`config.mk`:
```
export PLATFORM = sky130hd
export DESIGN_NAME = tcw_cursor
export DESIGN_NICKNAME = d
export VERILOG_FILES = /design/src/design/tcw_pkg.sv /design/src/design/tcw_cursor.sv
export SDC_FILE = /design/constraint.sdc
export NUM_CORES = 1
export LEC_CHECK = 0
export ABC_AREA = 0
export BUFFER_PORTS_ARGS = -buffer_cell sky130_fd_sc_hd__buf_2
export CORE_ASPECT_RATIO = 1.2
export CORE_MARGIN = 5
export CORE_UTILIZATION = 40
export CTS_BUF_LIST = sky130_fd_sc_hd__clkbuf_8
export CTS_CLUSTER_SIZE = 8
export DETAILED_ROUTE_END_ITERATION = 8
export SYNTH_ARGS = -nofsm -noshare
export SYNTH_HDL_FRONTEND = slang
export SYNTH_SLANG_ARGS = --single-unit
```
`constraint.sdc`:
```
create_clock -name clk -period 6 [get_ports clk]
set_input_delay 1.2 -clock clk [delete_from_list [all_inputs] [get_ports clk]]
set_output_delay 1.2 -clock clk [all_outputs]
set_load 0.01 [all_outputs]
```
`src/design/tcw_pkg.sv`:
```
package tcw_pkg;

	localparam int COLUMNS    = 80;
	localparam int ROWS       = 25;
	localparam int CELL_COUNT = COLUMNS * ROWS;

	localparam int COL_W  = 7;
	localparam int ROW_W  = 5;
	localparam int ADDR_W = 11;
	localparam int CHAR_W = 8;
	localparam int ATTR_W = 8;
	localparam int CELL_W = 16;
	localparam int FUNC_W = 2;

	localparam int APB_W   = 32;
	localparam int PADDR_W = 3;

	localparam logic [CELL_W-1:0] BLANK_CELL = 16'h0720;
	localparam logic [ATTR_W-1:0] ATTR_RESET = 8'h07;
	localparam int                TAB_STEP   = 4;

	localparam logic [CHAR_W-1:0] CH_BS       = 8'h08;
	localparam logic [CHAR_W-1:0] CH_TAB      = 8'h09;
	localparam logic [CHAR_W-1:0] CH_LF       = 8'h0A;
	localparam logic [CHAR_W-1:0] CH_CR       = 8'h0D;
	localparam logic [CHAR_W-1:0] CH_PRINT_LO = 8'h20;
	localparam logic [CHAR_W-1:0] CH_PRINT_HI = 8'h7F;

	localparam logic [FUNC_W-1:0] FUNC_WRITE = 2'd0;
	localparam logic [FUNC_W-1:0] FUNC_CLEAR = 2'd1;
	localparam logic [FUNC_W-1:0] FUNC_READ  = 2'd2;

	localparam logic REG_TEXT_ATTRIBUTE = 1'b0;

	typedef struct packed {
		logic              step;
		logic              home;
		logic [CHAR_W-1:0] char_code;
	} cur_cmd_t;

	typedef struct packed {
		logic              store;
		logic              scroll;
		logic [ADDR_W-1:0] cell_index;
	} cur_stat_t;

endpackage

```
`src/design/tcw_cursor.sv`:
```
module tcw_cursor
	import tcw_pkg::*;
(
	input  logic              clk,
	input  logic              arst_n,
	input  cur_cmd_t          cmd,
	output cur_stat_t         stat,
	output logic [COL_W-1:0]  column,
	output logic [ROW_W-1:0]  row,
	output logic [ADDR_W-1:0] position
);

	localparam logic [COL_W:0] TAB_MASK = ~((COL_W+1)'(TAB_STEP - 1));

	logic [COL_W-1:0]  col_q;
	logic [ROW_W-1:0]  row_q;
	logic [ADDR_W-1:0] pos_q;

	logic [COL_W:0]    col_t;
	logic [ROW_W:0]    row_t;
	logic [COL_W-1:0]  col_n;
	logic [ROW_W-1:0]  row_n;
	logic [ADDR_W-1:0] pos_n;
	logic              printable;
	logic              scroll;

	assign printable = (cmd.char_code >= CH_PRINT_LO) && (cmd.char_code <= CH_PRINT_HI);

	always_comb begin
		col_t = {1'b0, col_q};
		row_t = {1'b0, row_q};
		case (cmd.char_code)
			CH_BS: begin
				if (col_q == '0 && row_q != '0) begin
					col_t = (COL_W+1)'(COLUMNS - 1);
					row_t = row_t - 1'b1;
				end else if (col_q != '0) begin
					col_t = col_t - 1'b1;
				end
			end
			CH_TAB: begin
				col_t = (col_t + (COL_W+1)'(TAB_STEP)) & TAB_MASK;
			end
			CH_CR: begin
				col_t = '0;
			end
			CH_LF: begin
				col_t = '0;
				row_t = row_t + 1'b1;
			end
			default: begin
				if (printable) begin
					col_t = col_t + 1'b1;
				end
			end
		endcase
		// wrap at the right edge
		if (col_t >= (COL_W+1)'(COLUMNS)) begin
			col_t = '0;
			row_t = row_t + 1'b1;
		end
		// past the bottom row: hold the cursor on the last row
		scroll = (row_t >= (ROW_W+1)'(ROWS));
		if (scroll) begin
			row_t = (ROW_W+1)'(ROWS - 1);
		end
		col_n = col_t[COL_W-1:0];
		row_n = row_t[ROW_W-1:0];
		pos_n = ADDR_W'(ADDR_W'(row_n) * ADDR_W'(COLUMNS)) + ADDR_W'(col_n);
	end

	always_ff @(posedge clk or negedge arst_n) begin
		if (!arst_n) begin
			col_q <= '0;
			row_q <= '0;
			pos_q <= '0;
		end else if (cmd.home) begin
			col_q <= '0;
			row_q <= '0;
			pos_q <= '0;
		end else if (cmd.step) begin
			col_q <= col_n;
			row_q <= row_n;
			pos_q <= pos_n;
		end
	end

	assign stat.store      = printable;
	assign stat.scroll     = scroll;
	assign stat.cell_index = pos_q;

	assign column   = col_q;
	assign row      = row_q;
	assign position = pos_q;

	a_cursor_in_range: assert property (@(posedge clk) disable iff (!arst_n)
		(col_q < COL_W'(COLUMNS)) && (row_q < ROW_W'(ROWS)))
		else $error("cursor outside the grid");

	a_position_tracks: assert property (@(posedge clk) disable iff (!arst_n)
		pos_q == ADDR_W'(ADDR_W'(row_q) * ADDR_W'(COLUMNS)) + ADDR_W'(col_q))
		else $error("linear cursor position out of step with column and row");

endmodule

```
; Word level (Yosys, flattened, before mapping)
; Cells that the tools add are included.
[classes]
order_cmp = 4
add_sub_neg = 7
reduce_logical = 7
eq_ne = 4
multipliers = 1
muxes = 15
[ops]
columns = cell, n
row1 = $eq 8x4->1 const B, 4
row2 = $mux 8, 3
row3 = $pmux 8 s3, 1
row4 = $mux 11, 2
row5 = $mux 7, 3
row6 = $mux 5, 3
row7 = $mux 6, 2
row8 = $pmux 6 s2, 1
row9 = $add 11x7->11, 1
row10 = $add 7x1->8 const B, 1
row11 = $add 7x3->8 const B, 1
row12 = $ge 8x6->1 const B, 1
row13 = $ge 8x7->1 const B, 1
row14 = $le 8x7->1 const B, 1
row15 = $sub 7x1->8 const B, 1
row16 = $logic_not 7->1, 1
row17 = $mul 5x3->7 const B, 1
row18 = $reduce_bool 7->1, 1
row19 = $add 5x1->6 const B, 1
row20 = $add 6x1->6 const B, 1
row21 = $ge 6x5->1 const B, 1
row22 = $sub 5x1->6 const B, 1
row23 = $reduce_bool 5->1, 1
row24 = $logic_and 1x1->1, 2
row25 = 2 further kinds, 2
[word_totals]
word_cells = 41
output_inout_bits = 36
reg_bits = 23
input_bits = 12

; Depth between registers and ports, before layout
[logic_depth]
depth_word = 12
mapped_depth = 25
depth_no_buf = 24

; Worst setup path before layout
; Ideal clock, no wire load.
[synth_timing]
path_type = input to register
from = in cmd[5] (netlist name)
to = reg pos_q[9] (netlist: position[9])
path_stages = 21
path_slack_ns = 0.391
path_buffers = 1
t_arrival_ns = 5.503
required_ns = 5.893
setup_ns = 0.107
path_cell_list = nor4_4 -> and4bb_1 -> buf_2 -> nand2_1 -> xnor2_2 -> inv_1 -> ha_1 -> o21ai_0 -> a2111oi_2 -> o311ai_4 -> nand2_2 -> nor2_1 -> ha_1 -> ha_1 -> o21ai_0 -> nor2_1 -> nand2_1 -> nor2_1 -> a21oi_1 -> nand2_1 -> a2111oi_4
[synth_via]
elab_chain_cells = 12
word_cells_on_any_way = 21
classes_between = add/sub: 2 / mul: 1 / order compare: 4 / eq/ne: 4 / mux: 8 / reduce/logical: 2
[synth_lines]
columns = item, line_no
row1 = start: declaration, tcw_cursor.sv:6  ; input cur_cmd_t cmd,
row2 = $ge 8x6->1 or $le 8x7->1 (tied branches), tcw_cursor.sv:27  ; assign printable = (cmd.char_code >= CH_PRINT_LO) && (cmd.char_code <= CH_PRINT_HI);
row3 = $logic_and 1x1->1, tcw_cursor.sv:27
row4 = $mux 8, tcw_cursor.sv:52  ; if (printable) begin
row5 = $pmux 8 s3, tcw_cursor.sv:32  ; case (cmd.char_code)
row6 = $ge 8x7->1, tcw_cursor.sv:58  ; if (col_t >= (COL_W+1)'(COLUMNS)) begin
row7 = $mux 6 (*), tcw_cursor.sv:58
row8 = $ge 6x5->1 (*), tcw_cursor.sv:63  ; scroll = (row_t >= (ROW_W+1)'(ROWS));
row9 = named net scroll, tcw_cursor.sv:25  ; logic scroll;
row10 = $mux 5 (*), tcw_cursor.sv:64  ; if (scroll) begin
row11 = $mul 5x3->7 (*), tcw_cursor.sv:69  ; pos_n = ADDR_W'(ADDR_W'(row_n) * ADDR_W'(COLUMNS)) + ADDR_W'(col_n);
row12 = $add 11x7->11 (*), tcw_cursor.sv:69
row13 = $mux 11 (*), tcw_cursor.sv:81  ; end else if (cmd.step) begin
row14 = $mux 11 (*), tcw_cursor.sv:77  ; end else if (cmd.home) begin
row15 = end signal: assignment, tcw_cursor.sv:84  ; pos_q <= pos_n;
row16 = end: declaration, tcw_cursor.sv:17  ; logic [ADDR_W-1:0] pos_q;
; Mark *: on every way through the listed nets, which the timed path passes. The rest lies on a longest branch. The select of a mux whose other input is x is not followed.
; A chain may end at the register's enable or synchronous reset.

; Worst setup path after layout
[layout_timing]
from = in cmd[5] (netlist name)
to = reg pos_q[9] (netlist: position[9])
[layout_via]
elab_chain_cells = 12
word_cells_on_any_way = 21
classes_between = add/sub: 2 / mul: 1 / order compare: 4 / eq/ne: 4 / mux: 8 / reduce/logical: 2
[layout_lines]
columns = item, line_no
row1 = $ge 8x6->1 or $le 8x7->1 (tied branches), tcw_cursor.sv:27
row2 = $logic_and 1x1->1, tcw_cursor.sv:27
row3 = $mux 8, tcw_cursor.sv:52
row4 = $pmux 8 s3, tcw_cursor.sv:32
row5 = $ge 8x7->1, tcw_cursor.sv:58
row6 = $mux 6, tcw_cursor.sv:58
row7 = $ge 6x5->1, tcw_cursor.sv:63
row8 = $mux 5, tcw_cursor.sv:64
row9 = $mul 5x3->7, tcw_cursor.sv:69
row10 = $add 11x7->11 (*), tcw_cursor.sv:69
row11 = $mux 11 (*), tcw_cursor.sv:81
row12 = $mux 11 (*), tcw_cursor.sv:77
; Every way passes the cells marked *; elsewhere a longest branch is shown, timed or not. The select of a mux whose other input is x is not followed.

==> impl_metrics.env <==
export IMPL_io_pins=48
export IMPL_drt_total_wl_um=7316
export IMPL_slew_viol_final=0
export IMPL_drc_errors=0
export IMPL_synth_edff_count=0
export IMPL_status="finished clean"
export IMPL_dr_pass1_iters=4
export IMPL_design_area_um2=2920
export IMPL_area_delta_synth_final_pct=9.475
export IMPL_worstSetupEndpointType="flip-flop"
export IMPL_skew_ns=0.007902
export IMPL_cts_tree="done"
export IMPL_hp_class="flip-flop to flip-flop"
export IMPL_antenna_cells=0
export IMPL_clk_path_buf_depth=2
export IMPL_die_y_um=99.46
export IMPL_drive_gt1_frac=0.2620
export IMPL_yosysTopAreaCellShare=0.1782
export IMPL_hold_buffers=0
export IMPL_dpl_cell_area_um2=2872
export IMPL_netlist_instances=327
export IMPL_syn_area_um2=2668
export IMPL_cts_buffers=3
export IMPL_fillCellCount=650
export IMPL_final_period_utilization=0.9189
export IMPL_cts_resized_gates=0
export IMPL_peakVddDrop_v=0.0001272
export IMPL_holdWs_ns=0.5310
export IMPL_critPathLaunchType="primary input"
export IMPL_synth_most_common_cell="nor2_1"
export IMPL_post_cts_buffers=0
export IMPL_core_um2=6446
export IMPL_die_area_um2=8409
export IMPL_critPathKind="primary input to flip-flop"
export IMPL_initial_utilization=0.4138
export IMPL_p_per_area_nw_per_um2=106.7
export IMPL_final_nets=384
export IMPL_fin_util=0.4530
export IMPL_hold_viol=0
export IMPL_synth_fp_nets=355
export IMPL_antenna_found_initial=0
export IMPL_grt_usage=0.1718
export IMPL_htree_num_levels=1
export IMPL_fmax_mhz=181.4
export IMPL_async_reset_ff_frac=1.000
export IMPL_clkTransAtPathRegs_ns=0.08
export IMPL_yosys_most_used_dff="dfrtp_1"
export IMPL_first_iter_violations=156
export IMPL_grt_max_degree=20
export IMPL_setup_viol=0
export IMPL_avgSynthCellArea_um2=8.158
export IMPL_p_leak_nw=1.357
export IMPL_crit_fanout=7
export IMPL_cts_sinks=19
export IMPL_tightest_slew_ns=0.5331
export IMPL_grt_pass1_wl_um=12110
export IMPL_rows=32
export IMPL_cp_data_required_time_ns=6.17
export IMPL_routabilityCongestion=0.8703
export IMPL_antenna_left=0
export IMPL_grt_ovfl_total=0
export IMPL_clock_latency_ns=0.27
export IMPL_cts_root_buf="clkbuf_8"
export IMPL_maxCapViolations=0
export IMPL_relSlewSlack=0.6437
export IMPL_via_count=2589
export IMPL_yosys_warnings=0
export IMPL_vias_per_cell=5.884
export IMPL_wl_per_cell_um=16.63
export IMPL_fin_crit_ns=5.514
export IMPL_die_w_um=84.55
export IMPL_seq_area_frac_synth=0.1782
export IMPL_arrival_ns=5.68
export IMPL_rsz0062_at_grt="false"
export IMPL_dp_hpwl_um=5792
export IMPL_ys_ff_latch=19
export IMPL_grt_pass1_vias=2424
export IMPL_yosysTopAreaCell="dfrtp_1"
export IMPL_tns_ns=0
export IMPL_yosys_top_cells_count="nor2_1, nand2_1, dfrtp_1"
export IMPL_numPortBuffers=47
export IMPL_synth_area_leaders="dfrtp_1, ha_1, nor2_1"
export IMPL_yosysUniqueCellTypes=88
==> state kept, by name, summed over array words and instances (netlist names) <==
register	cells
column	7
position	7
row	5
==> worst max-delay path, stage by stage <==
cell and delay [ns]:
buf_2 0.13, nor4_4 0.29, buf_4 0.19, nand4bb_2 0.24, a21oi_1 0.34, xnor2_1 0.26
o21ai_0 0.18, a2111oi_2 0.52, o311ai_4 0.16, nand2_2 0.13, nor2_1 0.07, ha_1 0.30
ha_1 0.33, o21ai_0 0.45, nor2_1 0.17, nand2_1 0.10, nor2_1 0.04, a21oi_1 0.18
nand2_1 0.12, a2111oi_4 0.28
==> per-layer routing <==
layer | share of wire | global-route usage
met3 | 0.039 | 0.01491
met2 | 0.49 | 0.2966
met1 | 0.45 | 0.2284
met4 | 0.023 | 0.04872
met5 | 0 | 0
==> cell type report <==
| class | instances | area, um2 | area share |
|---|---|---|---|
| clock buffer | 3 | 41.29 | 0.01414 |
| timing repair buffer | 56 | 302.8 | 0.1037 |
| clock inverter | 1 | 7.507 | 0.002571 |
| inverter | 15 | 56.30 | 0.01928 |
| tap | 85 | 106.4 | 0.03642 |
| sequential | 19 | 475.5 | 0.1628 |
| multi-input combinational | 261 | 1931 | 0.6611 |
==> cell usage in the layout (no fill, tap or decap), types with 3 or more instances in the layout <==
| master | count |
|---|---|
| o31ai_1 | 4 |
| buf_2 | 47 |
| a31oi_1 | 6 |
| nor4_1 | 3 |
| a211oi_1 | 6 |
| xor2_1 | 3 |
| nor2b_1 | 3 |
| o21ai_0 | 15 |
| mux2i_1 | 5 |
| nand2_1 | 33 |
| inv_1 | 13 |
| buf_4 | 9 |
| ha_1 | 15 |
| dfrtp_1 | 19 |
| a21oi_1 | 11 |
| clkbuf_8 | 3 |
| nor2_1 | 39 |
| nor3_1 | 9 |
| nand2b_1 | 3 |
| and2_1 | 4 |
| xnor2_1 | 8 |
| nand3_1 | 12 |
| nand4_1 | 6 |
==> path summary, 6_finish.rpt <==
kind                                         start                 endpoint  slack [ns]  cells past startpoint
min                        position[6]$_DFFE_PN0P_  position[6]$_DFFE_PN0P_        0.53                      1
min reg2reg                position[6]$_DFFE_PN0P_  position[6]$_DFFE_PN0P_        0.53                      1
min in group asynchronous                   arst_n  position[4]$_DFFE_PN0P_        0.87                      1
max reg2reg                  column[0]$_DFFE_PN0P_  position[9]$_DFFE_PN0P_        0.60                     21
max in group asynchronous                   arst_n       row[0]$_DFFE_PN0P_        4.82                      1
max                                         cmd[5]  position[9]$_DFFE_PN0P_        0.49                     20
==> through the flow <==
step | cells | setup WS [ns] | total power [mW]
finish | 440 | 0.4863 | 0.3115
detailed placement | 436 | 0.2205 | 0.2196
global route | 440 | 0.1299 | 0.3290
floorplan | 327 | 0.3908 | 0.1954
CTS | 440 | 0.4935 | 0.3133
global placement | 436 | 0.3647 | 0.2190
==> kinds of logic after synthesis <==
group                      Yosys count  share of synthesized area
muxes                                6                    0.02298
AOI/OAI and AO/OA                   84                     0.2730
buffers and inverters               47                    0.09803
DFF                                 19                     0.1782
xor gates and xnor gates            13                    0.05066
and+or+nand+nor                    142                     0.2993
adders and majority gates           16                    0.07786
==> power breakdown <==
| part | switching, mW | internal, mW |
|---|---|---|
| clock network | 0.0473 | 0.0469 |
| logic | 0.0509 | 0.0301 |
| registers | 0.00555 | 0.131 |
| total | 0.104 | 0.208 |
Power figures use the tool's default switching activity.
